--- config.mk ---
export PLATFORM = sky130hd
export DESIGN_NAME = nmp_mass
export DESIGN_NICKNAME = d
export VERILOG_FILES = /design/src/hdl/nmp_pkg.sv /design/src/hdl/nmp_mass.sv
export SDC_FILE = /design/constraint.sdc
export NUM_CORES = 2
export LEC_CHECK = 0
export ABC_AREA = 1
export BUFFER_PORTS_ARGS = -buffer_cell sky130_fd_sc_hd__buf_2
export CORE_MARGIN = 4
export CORE_UTILIZATION = 38
export DETAILED_ROUTE_END_ITERATION = 8
export GPL_TIMING_DRIVEN = 0
export PLACE_DENSITY_LB_ADDON = 0.1
export SLEW_MARGIN = 20
export SYNTH_ARGS = -nofsm -noshare
export SYNTH_HDL_FRONTEND = slang
export SYNTH_SLANG_ARGS = --single-unit
--- constraint.sdc ---
create_clock -name clk -period 14.1 [get_ports clk]
set_input_delay 0.705 -clock clk [delete_from_list [all_inputs] [get_ports clk]]
set_output_delay 0.705 -clock clk [all_outputs]
set_load 0.02 [all_outputs]
--- src/hdl/nmp_pkg.sv ---
// Shared types, constants, row table and arithmetic helpers for the multipole prefactor block.
`timescale 1ns / 1ps
package nmp_pkg;

  localparam int TOTAL_ROWS = 35;
  localparam int MODE_W     = 6;
  localparam int CFG_IDX_W  = 2;

  localparam logic [CFG_IDX_W-1:0] CFG_MASS_RATIO = 2'd0;
  localparam logic [CFG_IDX_W-1:0] CFG_TIDAL_MODE = 2'd1;

  localparam logic signed [31:0] ONE30    = 32'sh4000_0000;
  localparam logic [30:0]        NU_RESET = 31'h4000_0000;
  localparam logic [63:0]        PI_Q60   = 64'h3243_F6A8_885A_308D;

  typedef struct packed {
    logic [31:0] radius;
    logic [31:0] orbital_frequency;
    logic [31:0] orbital_phase;
  } nmp_in_t;

  typedef struct packed {
    logic [MODE_W-1:0]  mode_index;
    logic signed [31:0] amplitude;
    logic [31:0]        phase;
    logic               last_mode;
  } nmp_out_t;

  // Powers of v for one item: slot k holds v^k, slot 0 holds v^8
  typedef struct packed {
    logic [7:0][31:0] v;
    logic [31:0]      phi;
  } nmp_rec_t;

  typedef struct packed {
    logic signed [31:0] p2;
    logic signed [31:0] p3;
    logic signed [31:0] p4;
    logic signed [31:0] p5;
    logic signed [31:0] p6;
    logic signed [31:0] p7;
  } nmp_poly_t;

  // Signed product scaled by 2^-30, rounded half away from zero
  function automatic logic signed [33:0] mulq30(input logic signed [32:0] a,
                                                input logic signed [32:0] b);
    logic        neg;
    logic [32:0] ua;
    logic [32:0] ub;
    logic [65:0] prod;
    logic [33:0] mag;
    neg  = a[32] ^ b[32];
    ua   = a[32] ? 33'(-a) : 33'(a);
    ub   = b[32] ? 33'(-b) : 33'(b);
    prod = 66'(ua) * 66'(ub) + (66'd1 << 29);
    mag  = prod[63:30];
    return neg ? -$signed(mag) : $signed(mag);
  endfunction

  // Integer square root, used at elaboration for the coefficient table
  function automatic logic [63:0] isqrt64(input logic [63:0] x_in);
    logic [63:0] x;
    logic [63:0] r;
    logic [63:0] b;
    x = x_in;
    r = '0;
    b = 64'd1 << 62;
    for (int i = 0; i < 32; i++) begin
      if (x >= r + b) begin
        x = x - (r + b);
        r = (r >> 1) + b;
      end else begin
        r = r >> 1;
      end
      b = b >> 2;
    end
    return r;
  endfunction

  // Phase multiplier m per row
  localparam logic [3:0] ROW_M [TOTAL_ROWS] = '{
    4'd1, 4'd2, 4'd1, 4'd2, 4'd3, 4'd1, 4'd2, 4'd3, 4'd4, 4'd1,
    4'd2, 4'd3, 4'd4, 4'd5, 4'd1, 4'd2, 4'd3, 4'd4, 4'd5, 4'd6,
    4'd1, 4'd2, 4'd3, 4'd4, 4'd5, 4'd6, 4'd7, 4'd1, 4'd2, 4'd3,
    4'd4, 4'd5, 4'd6, 4'd7, 4'd8
  };

  // Phase offset in quarter turns
  localparam logic [1:0] ROW_QUARTER [TOTAL_ROWS] = '{
    2'd3, 2'd2, 2'd3, 2'd0, 2'd1, 2'd1, 2'd0, 2'd3, 2'd2, 2'd1,
    2'd2, 2'd3, 2'd0, 2'd1, 2'd3, 2'd2, 2'd1, 2'd0, 2'd3, 2'd2,
    2'd3, 2'd0, 2'd1, 2'd2, 2'd3, 2'd0, 2'd1, 2'd2, 2'd0, 2'd0,
    2'd0, 2'd0, 2'd0, 2'd0, 2'd0
  };

  // Mass polynomial select; code 0 means a zero polynomial
  localparam logic [2:0] ROW_POLY [TOTAL_ROWS] = '{
    3'd2, 3'd1, 3'd2, 3'd3, 3'd2, 3'd4, 3'd3, 3'd4, 3'd3, 3'd4,
    3'd5, 3'd4, 3'd5, 3'd4, 3'd6, 3'd5, 3'd6, 3'd5, 3'd6, 3'd5,
    3'd6, 3'd7, 3'd6, 3'd7, 3'd6, 3'd7, 3'd6, 3'd7, 3'd2, 3'd3,
    3'd4, 3'd5, 3'd6, 3'd7, 3'd0
  };

  // Power of v; code 0 selects v^8
  localparam logic [2:0] ROW_VPOW [TOTAL_ROWS] = '{
    3'd3, 3'd2, 3'd3, 3'd4, 3'd3, 3'd5, 3'd4, 3'd5, 3'd4, 3'd5,
    3'd6, 3'd5, 3'd6, 3'd5, 3'd7, 3'd6, 3'd7, 3'd6, 3'd7, 3'd6,
    3'd7, 3'd0, 3'd7, 3'd0, 3'd7, 3'd0, 3'd7, 3'd0, 3'd2, 3'd2,
    3'd2, 3'd2, 3'd2, 3'd2, 3'd2
  };

  // c*pi/d in Q4.60
  localparam logic [63:0] COEF_X [TOTAL_ROWS] = '{
    (PI_Q60 / 64'd5) * 64'd1 + ((PI_Q60 % 64'd5) * 64'd1) / 64'd5,
    (PI_Q60 / 64'd5) * 64'd1 + ((PI_Q60 % 64'd5) * 64'd1) / 64'd5,
    (PI_Q60 / 64'd35) * 64'd2 + ((PI_Q60 % 64'd35) * 64'd2) / 64'd35,
    (PI_Q60 / 64'd7) * 64'd1 + ((PI_Q60 % 64'd7) * 64'd1) / 64'd7,
    (PI_Q60 / 64'd7) * 64'd6 + ((PI_Q60 % 64'd7) * 64'd6) / 64'd7,
    (PI_Q60 / 64'd1) * 64'd2 + ((PI_Q60 % 64'd1) * 64'd2) / 64'd1,
    (PI_Q60 / 64'd1) * 64'd1 + ((PI_Q60 % 64'd1) * 64'd1) / 64'd1,
    (PI_Q60 / 64'd7) * 64'd2 + ((PI_Q60 % 64'd7) * 64'd2) / 64'd7,
    (PI_Q60 / 64'd7) * 64'd1 + ((PI_Q60 % 64'd7) * 64'd1) / 64'd7,
    (PI_Q60 / 64'd77) * 64'd1 + ((PI_Q60 % 64'd77) * 64'd1) / 64'd77,
    (PI_Q60 / 64'd11) * 64'd1 + ((PI_Q60 % 64'd11) * 64'd1) / 64'd11,
    (PI_Q60 / 64'd22) * 64'd3 + ((PI_Q60 % 64'd22) * 64'd3) / 64'd22,
    (PI_Q60 / 64'd33) * 64'd1 + ((PI_Q60 % 64'd33) * 64'd1) / 64'd33,
    (PI_Q60 / 64'd66) * 64'd5 + ((PI_Q60 % 64'd66) * 64'd5) / 64'd66,
    (PI_Q60 / 64'd65) * 64'd2 + ((PI_Q60 % 64'd65) * 64'd2) / 64'd65,
    (PI_Q60 / 64'd13) * 64'd1 + ((PI_Q60 % 64'd13) * 64'd1) / 64'd13,
    (PI_Q60 / 64'd13) * 64'd1 + ((PI_Q60 % 64'd13) * 64'd1) / 64'd13,
    (PI_Q60 / 64'd195) * 64'd2 + ((PI_Q60 % 64'd195) * 64'd2) / 64'd195,
    (PI_Q60 / 64'd429) * 64'd5 + ((PI_Q60 % 64'd429) * 64'd5) / 64'd429,
    (PI_Q60 / 64'd715) * 64'd1 + ((PI_Q60 % 64'd715) * 64'd1) / 64'd715,
    (PI_Q60 / 64'd10) * 64'd1 + ((PI_Q60 % 64'd10) * 64'd1) / 64'd10,
    (PI_Q60 / 64'd15) * 64'd1 + ((PI_Q60 % 64'd15) * 64'd1) / 64'd15,
    (PI_Q60 / 64'd10) * 64'd3 + ((PI_Q60 % 64'd10) * 64'd3) / 64'd10,
    (PI_Q60 / 64'd165) * 64'd2 + ((PI_Q60 % 64'd165) * 64'd2) / 64'd165,
    (PI_Q60 / 64'd66) * 64'd5 + ((PI_Q60 % 64'd66) * 64'd5) / 64'd66,
    (PI_Q60 / 64'd715) * 64'd3 + ((PI_Q60 % 64'd715) * 64'd3) / 64'd715,
    (PI_Q60 / 64'd4290) * 64'd7 + ((PI_Q60 % 64'd4290) * 64'd7) / 64'd4290,
    (PI_Q60 / 64'd17017) * 64'd2 + ((PI_Q60 % 64'd17017) * 64'd2) / 64'd17017,
    64'd0, 64'd0, 64'd0, 64'd0, 64'd0, 64'd0, 64'd0
  };

  // Coefficient (a/b)*sqrt(c*pi/d) in Q.28, rounded
  localparam logic [31:0] COEF_Q28 [TOTAL_ROWS] = '{
    32'((64'd8 * isqrt64(COEF_X[0]) + 64'd6) / 64'd12),
    32'((64'd8 * isqrt64(COEF_X[1]) + 64'd2) / 64'd4),
    32'((64'd1 * isqrt64(COEF_X[2]) + 64'd6) / 64'd12),
    32'((64'd8 * isqrt64(COEF_X[3]) + 64'd6) / 64'd12),
    32'((64'd3 * isqrt64(COEF_X[4]) + 64'd2) / 64'd4),
    32'((64'd1 * isqrt64(COEF_X[5]) + 64'd210) / 64'd420),
    32'((64'd8 * isqrt64(COEF_X[6]) + 64'd126) / 64'd252),
    32'((64'd9 * isqrt64(COEF_X[7]) + 64'd10) / 64'd20),
    32'((64'd64 * isqrt64(COEF_X[8]) + 64'd18) / 64'd36),
    32'((64'd1 * isqrt64(COEF_X[9]) + 64'd360) / 64'd720),
    32'((64'd16 * isqrt64(COEF_X[10]) + 64'd270) / 64'd540),
    32'((64'd9 * isqrt64(COEF_X[11]) + 64'd40) / 64'd80),
    32'((64'd256 * isqrt64(COEF_X[12]) + 64'd90) / 64'd180),
    32'((64'd125 * isqrt64(COEF_X[13]) + 64'd24) / 64'd48),
    32'((64'd1 * isqrt64(COEF_X[14]) + 64'd4158) / 64'd8316),
    32'((64'd16 * isqrt64(COEF_X[15]) + 64'd2970) / 64'd5940),
    32'((64'd81 * isqrt64(COEF_X[16]) + 64'd770) / 64'd1540),
    32'((64'd1024 * isqrt64(COEF_X[17]) + 64'd990) / 64'd1980),
    32'((64'd625 * isqrt64(COEF_X[18]) + 64'd126) / 64'd252),
    32'((64'd432 * isqrt64(COEF_X[19]) + 64'd10) / 64'd20),
    32'((64'd1 * isqrt64(COEF_X[20]) + 64'd216216) / 64'd432432),
    32'((64'd8 * isqrt64(COEF_X[21]) + 64'd6006) / 64'd12012),
    32'((64'd243 * isqrt64(COEF_X[22]) + 64'd40040) / 64'd80080),
    32'((64'd1024 * isqrt64(COEF_X[23]) + 64'd2730) / 64'd5460),
    32'((64'd3125 * isqrt64(COEF_X[24]) + 64'd6552) / 64'd13104),
    32'((64'd648 * isqrt64(COEF_X[25]) + 64'd70) / 64'd140),
    32'((64'd16807 * isqrt64(COEF_X[26]) + 64'd360) / 64'd720),
    32'((64'd131072 * isqrt64(COEF_X[27]) + 64'd630) / 64'd1260),
    32'd0, 32'd0, 32'd0, 32'd0, 32'd0, 32'd0, 32'd0
  };

endpackage

--- src/hdl/nmp_mass.sv ---
// Configuration registers and iterative evaluation of the mass polynomials.
`timescale 1ns / 1ps
module nmp_mass (
  input  logic                           clk,
  input  logic                           rst_n,
  input  logic                           cfg_valid,
  input  logic [nmp_pkg::CFG_IDX_W-1:0]  cfg_index,
  input  logic [31:0]                    cfg_data,
  output logic                           busy,
  output nmp_pkg::nmp_poly_t             poly
);
  import nmp_pkg::*;

  typedef enum logic [2:0] {M_IDLE, M_NU2, M_NU3, M_SQRT, M_P4, M_P6} mstate_t;

  mstate_t            state_r, state_nxt;
  logic [30:0]        mass_ratio_r, mass_ratio_nxt;
  logic               tidal_r, tidal_nxt;
  logic [30:0]        nu2_r, nu2_nxt;
  logic [30:0]        nu3_r, nu3_nxt;
  logic [63:0]        sq_x_r, sq_x_nxt;
  logic [63:0]        sq_q_r, sq_q_nxt;
  logic [63:0]        sq_b_r, sq_b_nxt;
  logic [4:0]         sq_cnt_r, sq_cnt_nxt;
  logic signed [31:0] p3_r, p3_nxt, p4_r, p4_nxt, p5_r, p5_nxt;
  logic signed [31:0] p6_r, p6_nxt, p7_r, p7_nxt;

  logic [29:0]        nu;
  logic signed [32:0] t_w;
  logic [30:0]        t_c;
  logic signed [35:0] nu_e, nu2_e, nu3_e, one_e;
  logic signed [35:0] a4_e, a6_e;
  logic signed [32:0] mul_a, mul_b;
  logic signed [33:0] mul_res;
  logic [63:0]        sq_sum;
  logic [30:0]        s_w;

  // Round nu to Q0.30
  assign nu    = 30'((33'(mass_ratio_r) + 33'd2) >> 2);
  assign nu_e  = $signed({6'b0, nu});
  assign nu2_e = $signed({5'b0, nu2_r});
  assign nu3_e = $signed({5'b0, nu3_r});
  assign one_e = 36'(ONE30);
  assign s_w   = sq_q_r[30:0];

  // Clamp 1-4nu at zero
  assign t_w = 33'sh0_4000_0000 - $signed({1'b0, nu, 2'b00});
  assign t_c = t_w[32] ? 31'd0 : t_w[30:0];

  assign a4_e = $signed({5'b0, nu, 1'b0}) - one_e;
  assign a6_e = one_e - 36'sd4 * nu_e + 36'sd3 * nu2_e;

  // Share one multiplier across the polynomial steps
  always_comb begin
    case (state_r)
      M_NU2:   begin mul_a = 33'(nu_e);  mul_b = 33'(nu_e); end
      M_NU3:   begin mul_a = 33'(nu2_e); mul_b = 33'(nu_e); end
      M_P4:    begin mul_a = 33'(a4_e);  mul_b = $signed({2'b0, s_w}); end
      M_P6:    begin mul_a = 33'(a6_e);  mul_b = $signed({2'b0, s_w}); end
      default: begin mul_a = '0;         mul_b = '0; end
    endcase
  end
  assign mul_res = mulq30(mul_a, mul_b);
  assign sq_sum  = sq_q_r + sq_b_r;

  always_comb begin
    state_nxt      = state_r;
    mass_ratio_nxt = mass_ratio_r;
    tidal_nxt      = tidal_r;
    nu2_nxt        = nu2_r;
    nu3_nxt        = nu3_r;
    sq_x_nxt       = sq_x_r;
    sq_q_nxt       = sq_q_r;
    sq_b_nxt       = sq_b_r;
    sq_cnt_nxt     = sq_cnt_r;
    p3_nxt         = p3_r;
    p4_nxt         = p4_r;
    p5_nxt         = p5_r;
    p6_nxt         = p6_r;
    p7_nxt         = p7_r;
    case (state_r)
      M_NU2: begin
        nu2_nxt   = mul_res[30:0];
        state_nxt = M_NU3;
      end
      M_NU3: begin
        nu3_nxt    = mul_res[30:0];
        sq_x_nxt   = {3'b0, t_c, 30'b0};
        sq_q_nxt   = '0;
        sq_b_nxt   = 64'd1 << 62;
        sq_cnt_nxt = '0;
        state_nxt  = M_SQRT;
      end
      // One bit of the square root per cycle
      M_SQRT: begin
        if (sq_x_r >= sq_sum) begin
          sq_x_nxt = sq_x_r - sq_sum;
          sq_q_nxt = (sq_q_r >> 1) + sq_b_r;
        end else begin
          sq_q_nxt = sq_q_r >> 1;
        end
        sq_b_nxt   = sq_b_r >> 2;
        sq_cnt_nxt = sq_cnt_r + 5'd1;
        if (sq_cnt_r == 5'd31) begin
          state_nxt = M_P4;
        end
      end
      M_P4: begin
        p4_nxt    = mul_res[31:0];
        state_nxt = M_P6;
      end
      M_P6: begin
        p6_nxt    = mul_res[31:0];
        p3_nxt    = 32'(36'sd3 * nu_e - one_e);
        p5_nxt    = 32'(one_e - 36'sd5 * nu_e + 36'sd5 * nu2_e);
        p7_nxt    = 32'(36'sd7 * nu3_e - 36'sd14 * nu2_e + 36'sd7 * nu_e - one_e);
        state_nxt = M_IDLE;
      end
      default: ;
    endcase
    // Latch register writes and restart the evaluation
    if (cfg_valid) begin
      case (cfg_index)
        CFG_MASS_RATIO: begin
          mass_ratio_nxt = cfg_data[30:0];
          state_nxt      = M_NU2;
        end
        CFG_TIDAL_MODE: begin
          tidal_nxt = cfg_data[0];
          state_nxt = M_NU2;
        end
        default: ;
      endcase
    end
  end

  always_ff @(posedge clk) begin
    if (!rst_n) begin
      state_r      <= M_NU2;
      mass_ratio_r <= NU_RESET;
      tidal_r      <= 1'b0;
    end else begin
      state_r      <= state_nxt;
      mass_ratio_r <= mass_ratio_nxt;
      tidal_r      <= tidal_nxt;
      nu2_r        <= nu2_nxt;
      nu3_r        <= nu3_nxt;
      sq_x_r       <= sq_x_nxt;
      sq_q_r       <= sq_q_nxt;
      sq_b_r       <= sq_b_nxt;
      sq_cnt_r     <= sq_cnt_nxt;
      p3_r         <= p3_nxt;
      p4_r         <= p4_nxt;
      p5_r         <= p5_nxt;
      p6_r         <= p6_nxt;
      p7_r         <= p7_nxt;
    end
  end

  assign busy    = (state_r != M_IDLE);
  assign poly.p2 = tidal_r ? ONE30 : $signed({1'b0, s_w});
  assign poly.p3 = p3_r;
  assign poly.p4 = p4_r;
  assign poly.p5 = p5_r;
  assign poly.p6 = p6_r;
  assign poly.p7 = p7_r;

endmodule

==> After elaboration in Yosys (flattened, before gate mapping) <==
Index checks and enable logic that the tools add are counted.
{ "classes": {"add_sub_neg": 19, "multipliers": 8, "div": 0, "magnitude_cmp": 1, "n_eq_ne": 8, "n_shift": 0, "muxes": 17, "n_bitwise": 1, "reduce_logical": 14} }
{ "op_table": {"columns": ["cell", "n"], "rows": [
  ["64-bit case mux with 2 select lines", 3],
  ["33-bit case mux with 4 select lines", 1],
  ["64-bit 2-to-1 mux", 2],
  ["33-bit 2-to-1 mux", 2],
  ["33-bit negator", 2],
  ["31-bit by 32-bit subtractor with 33-bit output (first input constant)", 2],
  ["32-bit adder", 2],
  ["63-bit by 64-bit adder with 64-bit output", 1],
  ["64-bit adder", 1],
  ["64-bit greater-or-equal comparator", 1],
  ["3-bit by 30-bit multiplier with 32-bit output (first input constant)", 2],
  ["3-bit by 31-bit multiplier with 32-bit output (first input constant)", 2],
  ["64-bit subtractor", 1],
  ["62-bit by 30-bit adder with 62-bit output (second input constant)", 1],
  ["33-bit by 33-bit multiplier with 62-bit output", 1],
  ["31-bit 2-to-1 mux", 2],
  ["31-bit case mux with 2 select lines", 1],
  ["33-bit adder", 1],
  ["2-bit by 31-bit multiplier with 33-bit output (first input constant)", 1],
  ["31-bit by 2-bit adder with 32-bit output (second input constant)", 1],
  ["2-bit by 30-bit multiplier with 32-bit output (first input constant)", 1],
  ["32-bit 2-to-1 mux", 1],
  ["32-bit negator", 1],
  ["31-bit by 31-bit subtractor with 32-bit output (second input constant)", 1],
  ["other kinds (22)", 34]
]} }
{ "word_totals": {"register_bits": 454, "latchBits": 0, "ram_bits": 0, "romBits": 0, "input_bits": 37, "out_inout_bits": 193, "wordCells": 82, "memories": 0} }

==> Longest topological paths before layout <==
{ "logic_depth": {"ltp_word": 10, "depth_mapped": 75, "depth_no_buf": 74} }

==> Least setup slack after synthesis <==
Ideal clock, no wire load.
{ "synth_path": {"path_kind": "flip-flop to flip-flop", "from": "reg mass_ratio_r[1]", "to": "reg nu2_r[22] (data pin)", "setup_ns": 0.270, "t_arrival_ns": 11.739, "required_ns": 13.830, "setup_slack_ns": 2.092, "path_stages_with_launch": 60, "n_path_buf": 4, "synth_period_minus_slack_ns": 12.008, "path_cell_list": "dfxtp_1 -> ha_1 -> nand3_1 -> inv_2 -> nand2_1 -> nor2_2 -> nand4_1 -> xor2_1 -> inv_1 -> fa_1 -> inv_1 -> ha_1 -> ha_1 -> nand2_1 -> inv_1 -> a21oi_1 -> nand2_1 -> a21oi_1 -> [24 not listed] -> nand2_1 -> nor2_1 -> inv_1 -> nor2_1 -> inv_1 -> nor3_1 -> nand3_1 -> o21ai_1 -> xnor2_1 -> inv_1 -> nor2_1 -> nand3_1 -> nor2_1 -> nand3_1 -> nand2_1 -> buf_4 -> nand2_1 -> xor2_1"} }
{ "synth_between": {"elab_chain_len": 10, "word_cells_on_any_way": 15, "classes_between": "add/sub: 8; mul: 1; mux: 5; bitwise: 1"} }
{ "synth_rtl": {"columns": ["element", "line", "rtl"], "rows": [
  ["from (decl)", "nmp_mass.sv:17", "logic [30:0] mass_ratio_r, mass_ratio_nxt;"],
  ["from (signal assigned)", "nmp_mass.sv:144", "mass_ratio_r <= mass_ratio_nxt;"],
  ["31-bit by 2-bit adder with 32-bit output (*)", "nmp_mass.sv:39", "assign nu = 30'((33'(mass_ratio_r) + 33'd2) >> 2);"],
  ["31-bit by 32-bit subtractor with 33-bit output", "nmp_mass.sv:51", "assign a6_e = one_e - 36'sd4 * nu_e + 36'sd3 * nu2_e;"],
  ["33-bit adder", "nmp_mass.sv:51", null],
  ["33-bit case mux with 4 select lines", "nmp_mass.sv:55", "case (state_r)"],
  ["33-bit negator", "nmp_pkg.sv:53", "ua = a[32] ? 33'(-a) : 33'(a);"],
  ["33-bit 2-to-1 mux", "nmp_pkg.sv:53", null],
  ["33-bit by 33-bit multiplier with 62-bit output", "nmp_pkg.sv:55", "prod = 66'(ua) * 66'(ub) + (66'd1 << 29);"],
  ["62-bit by 30-bit adder with 62-bit output", "nmp_pkg.sv:55", null],
  ["32-bit negator", "nmp_pkg.sv:57", "return neg ? -$signed(mag) : $signed(mag);"],
  ["32-bit 2-to-1 mux (*)", "nmp_pkg.sv:57", null],
  ["via mul_res[22]", "nmp_mass.sv:34", "logic signed [33:0] mul_res;"],
  ["to (signal assigned)", "nmp_mass.sv:146", "nu2_r <= nu2_nxt;"],
  ["to (decl)", "nmp_mass.sv:19", "logic [30:0] nu2_r, nu2_nxt;"]
]} }
Mark *: on every way through the listed nets, which the timed path passes. The rest lies on a longest branch.
A chain may end at the register's enable or synchronous reset.

==> Final worst setup path <==
{ "layout_path": {"from": "reg mass_ratio_r[1]", "to": "reg nu2_r[11] (data pin)"} }
Same word-level chain as after synthesis.

==> flow_summary.rst <==
.. list-table::
   :header-rows: 1

   * - Metric
     - Value
   * - Drt via density
     - 5.19
   * - Hold slack final
     - 388 ps
   * - Layout net count
     - 11700
   * - Portion of the clock cycle consumed by the worst path in the final layout
     - 96.2%
   * - Most common library cell in the layout ignoring fill and taps
     - sky130_fd_sc_hd__inv_1
   * - Die Y
     - 456 um
   * - Number of hold violations in the final report
     - 0
   * - Via total after detailed routing
     - 64400
   * - Initial antenna violation count
     - 9
   * - Flop-to-flop setup slack
     - 540 ps
   * - Detail Placement HPWL
     - 249000 um
   * - Total core area
     - 199000 um^2
   * - Number of register bits inferred by synthesis
     - 421
   * - Post-layout minimum cycle time
     - 13560 ps
   * - Vias in the first global route
     - 65600
   * - Timing-limited maximum frequency
     - 73.7 MHz
   * - Cell with the most instances on the worst path
     - sky130_fd_sc_hd__nand2_1
   * - Number of buffer cells added on primary ports
     - 227
   * - Synthesized netlist net count
     - 11300
   * - Worst setup path category
     - flop to flop
   * - Number of cell instances on the worst register-to-register path
     - 63
   * - Clock slew at the register clock pins of the worst setup and hold paths
     - 70 ps
   * - Endpoint of the worst-slack reg-to-reg timing path
     - nu2_r[11]$_DFFE_PP_
   * - GP Congestion
     - 0.986
   * - First-pass GRT wire length
     - 431000 um
   * - Number of enable flip-flop cells after synthesis
     - 387
   * - DR pass1 iterations
     - 6
   * - Crit path max fanout
     - 10
   * - Launch instance of the worst register-to-register path
     - mass_ratio_r[1]$_SDFFE_PN0P_
   * - Number of pins exceeding their max-slew limit in the final report
     - 0
   * - Worst hold path startpoint
     - cfg_data[11]
   * - Async S/R FF share, synth
     - 0%
   * - Root buffer cell
     - sky130_fd_sc_hd__clkbuf_16
   * - Most used flip-flop cell after synthesis
     - sky130_fd_sc_hd__edfxtp_1
   * - WP data arrival
     - 13860 ps
   * - Die area
     - 208000 um^2
   * - TritonCTS clock tree
     - yes
   * - Detailed Route WL
     - 294000 um
   * - Cell area after technology mapping
     - 76200 um^2
   * - Hold path endpoint
     - mass_ratio_r[11]$_SDFFE_PN0P_
   * - Status
     - finished, final reports clean
   * - Ratio of cells with drive above 1 in the final layout
     - 9.60%
   * - Post-route ant nets
     - 0
   * - CTS sink count
     - 421
   * - Endpoint type of the worst setup path
     - flop
   * - Minimum setup slack after placement
     - -3130 ps
   * - Worst slew slack as a fraction of its limit
     - 16.7%
   * - Commonest non-fill, non-tap cells in the layout
     - sky130_fd_sc_hd__inv_1, sky130_fd_sc_hd__nand2_1, sky130_fd_sc_hd__fa_1, sky130_fd_sc_hd__nor2_1, sky130_fd_sc_hd__ha_1
   * - DR WL/cell
     - 23.7 um
   * - Worst-Margin Slew
     - 1240 ps
   * - Standard cell area after detailed placement
     - 81400 um^2
   * - Total congestion overflow
     - 0
   * - Number of DRC markers after the initial detailed-route iteration
     - 4678
   * - Setup skew after layout
     - 43.2 ps
   * - Clock buffer count from CTS
     - 50
   * - Class of the tightest hold or removal check
     - input port to flop
   * - Max incr delay on CP
     - 710 ps
   * - Launching element of the worst setup path
     - mass_ratio_r[1]$_SDFFE_PN0P_
   * - Setup slack after layout
     - 537 ps
   * - Drc violations
     - 0
   * - Min-Delay Path Depth
     - 3
   * - Deepest level of the CTS H-tree
     - 2
   * - Growth of design area from synthesis to finish
     - 12.5%
   * - Mean area per synthesized cell
     - 8.19 um^2
   * - Global routing usage summed across all routing layers
     - 27.8%
   * - Post-Syn Instances
     - 9297
   * - Final-report setup violation count
     - 0
   * - Final Core Density
     - 42.9%
   * - Total number of placement rows
     - 164
   * - Post-route cell area
     - 85700 um^2
   * - Required arrival time at the worst endpoint
     - 14390 ps
   * - Largest net degree at the start of global routing
     - 30
   * - Number of synthesis warnings
     - 0
   * - Sequential element share of the synthesized area
     - 16.2%
   * - Insertion delay to the later sink of the worst-skew pair
     - 650 ps
   * - Top-level I/O count
     - 230
   * - Yosys cell types
     - 74
   * - Kind of start point of the critical path
     - flop
   * - Chip Width
     - 456 um
   * - Max Root-Sink Buffers
     - 3
   * - Total of max-cap violations
     - 0
   * - Slowest-stage cell, CP
     - sky130_fd_sc_hd__xor2_1
   * - Starting density of the core
     - 38.2%
how the worst max path moves through the flow:
stage                                to  depth (start not counted)  slack, ps
global route         p6_r[29]$_DFFE_PP_                         72       -110
global placement    nu2_r[22]$_DFFE_PP_                         59      -3730
detailed placement  nu2_r[22]$_DFFE_PP_                         59      -3130
CTS                  p4_r[21]$_DFFE_PP_                         68        0.3
finish              nu2_r[11]$_DFFE_PP_                         63        540
floorplan           nu2_r[22]$_DFFE_PP_                         59       2090
cell usage after synthesis (7+ instances only):
master | number | area (um^2)
sky130_fd_sc_hd__clkbuf_1 | 183 | 687
sky130_fd_sc_hd__nor2_2 | 14 | 87.6
sky130_fd_sc_hd__inv_1 | 2097 | 7870
sky130_fd_sc_hd__nand3_1 | 173 | 866
sky130_fd_sc_hd__fa_1 | 1151 | 23000
sky130_fd_sc_hd__or2_2 | 18 | 113
sky130_fd_sc_hd__nor4_1 | 22 | 138
sky130_fd_sc_hd__xor2_1 | 196 | 1720
sky130_fd_sc_hd__clkinv_1 | 20 | 75.1
sky130_fd_sc_hd__and3_1 | 7 | 43.8
sky130_fd_sc_hd__xnor2_1 | 114 | 998
sky130_fd_sc_hd__edfxtp_1 | 387 | 11600
sky130_fd_sc_hd__o31ai_1 | 8 | 60.1
sky130_fd_sc_hd__nor3_2 | 8 | 80.1
sky130_fd_sc_hd__inv_2 | 30 | 113
sky130_fd_sc_hd__a221oi_1 | 11 | 96.3
sky130_fd_sc_hd__o21a_1 | 41 | 308
sky130_fd_sc_hd__o211ai_1 | 15 | 113
sky130_fd_sc_hd__nand3b_1 | 12 | 90.1
sky130_fd_sc_hd__nor2_1 | 1047 | 3930
sky130_fd_sc_hd__o21ai_1 | 20 | 100
sky130_fd_sc_hd__dfxtp_1 | 34 | 681
sky130_fd_sc_hd__nor2_4 | 15 | 169
sky130_fd_sc_hd__o22ai_1 | 72 | 450
sky130_fd_sc_hd__o21ai_0 | 373 | 1870
sky130_fd_sc_hd__nand2_2 | 33 | 206
sky130_fd_sc_hd__nand2_1 | 1562 | 5860
sky130_fd_sc_hd__a21oi_1 | 517 | 2590
sky130_fd_sc_hd__a211oi_1 | 15 | 113
sky130_fd_sc_hd__nand4_1 | 46 | 288
sky130_fd_sc_hd__ha_1 | 786 | 9830
sky130_fd_sc_hd__o221ai_1 | 13 | 114
sky130_fd_sc_hd__a31oi_1 | 32 | 200
sky130_fd_sc_hd__a21boi_0 | 9 | 67.6
sky130_fd_sc_hd__nor3_1 | 74 | 370
sky130_fd_sc_hd__buf_1 | 12 | 45.0
sky130_fd_sc_hd__o21bai_1 | 27 | 203
sky130_fd_sc_hd__buf_2 | 13 | 65.1
sky130_fd_sc_hd__a21o_1 | 16 | 120
per-layer routing:
layer | up-vias | GRT usage, % | part of all wire (%)
met4 | 2 | 9.97 | 4.5
met5 | - | 0 | 0.0037
li1 | 29700 | - | -
met1 | 32300 | 34.9 | 41
met3 | 449 | 3.71 | 5.8
met2 | 1998 | 48.8 | 49
timing repair:
item,CTS,global route
buffers inserted,25,79
pin swaps,7,65
gates resized for setup,257,226
hold buffers,0,0
setup endpoints to repair,126,114
worst max-delay path, delay by kind of cell, from the launching register on:
family / cells / cell delay, ps
fa+ha+maj: 13 / 5950
simple gates: 29 / 3360
buf+inv: 18 / 2170
xor+xnor: 2 / 1120
flops: 1 / 370
compound gates: 1 / 170
final cells by class:
class	instances	area (um^2)
Clock buffer	56	1270
Clock inverter	38	318
Tap cell	2656	3320
Sequential cell	421	12300
Inverter	2151	8210
Fill cell	20400	114000
Multi-Input combinational cell	6506	56400
Timing Repair Buffer	368	2540
Antenna cell	6	15.0
Buffer	218	1210
sequential cells by signal, indices dropped and copies added, names as in the netlist:
register / cells
sq_q_r: 64
sq_x_r: 64
p3_r: 32
p4_r: 32
p5_r: 32
p6_r: 32
p7_r: 32
sq_b_r: 32
nu2_r: 31
nu3_r: 31
mass_ratio_r: 30
sq_cnt_r: 5
state_r: 3
tidal_r: 1
stage by stage:
stage | cells | setup TNS, ps
2_1_floorplan | 9297 | 0
5_1_grt | 12400 | -1450
6_report | 12400 | 0
3_5_place_dp | 12200 | -299150
4_1_cts | 12300 | 0
3_3_place_gp | 12200 | -398880
cell families after synthesis:
family	count (synthesis)	share of synthesized area, %
AOI/OAI and AO/OA	1198	8.79
other	1	0.00492
DFF	421	16.2
adders and majority gates	1937	43.2
xor gates and xnor gates	314	3.65
buffers and inverters	2370	11.8
and+or+nand+nor	3056	16.4
Power is left out: the tool's default activity adds up to more than one toggle a clock period on the data nets, which glitch-free logic cannot reach.
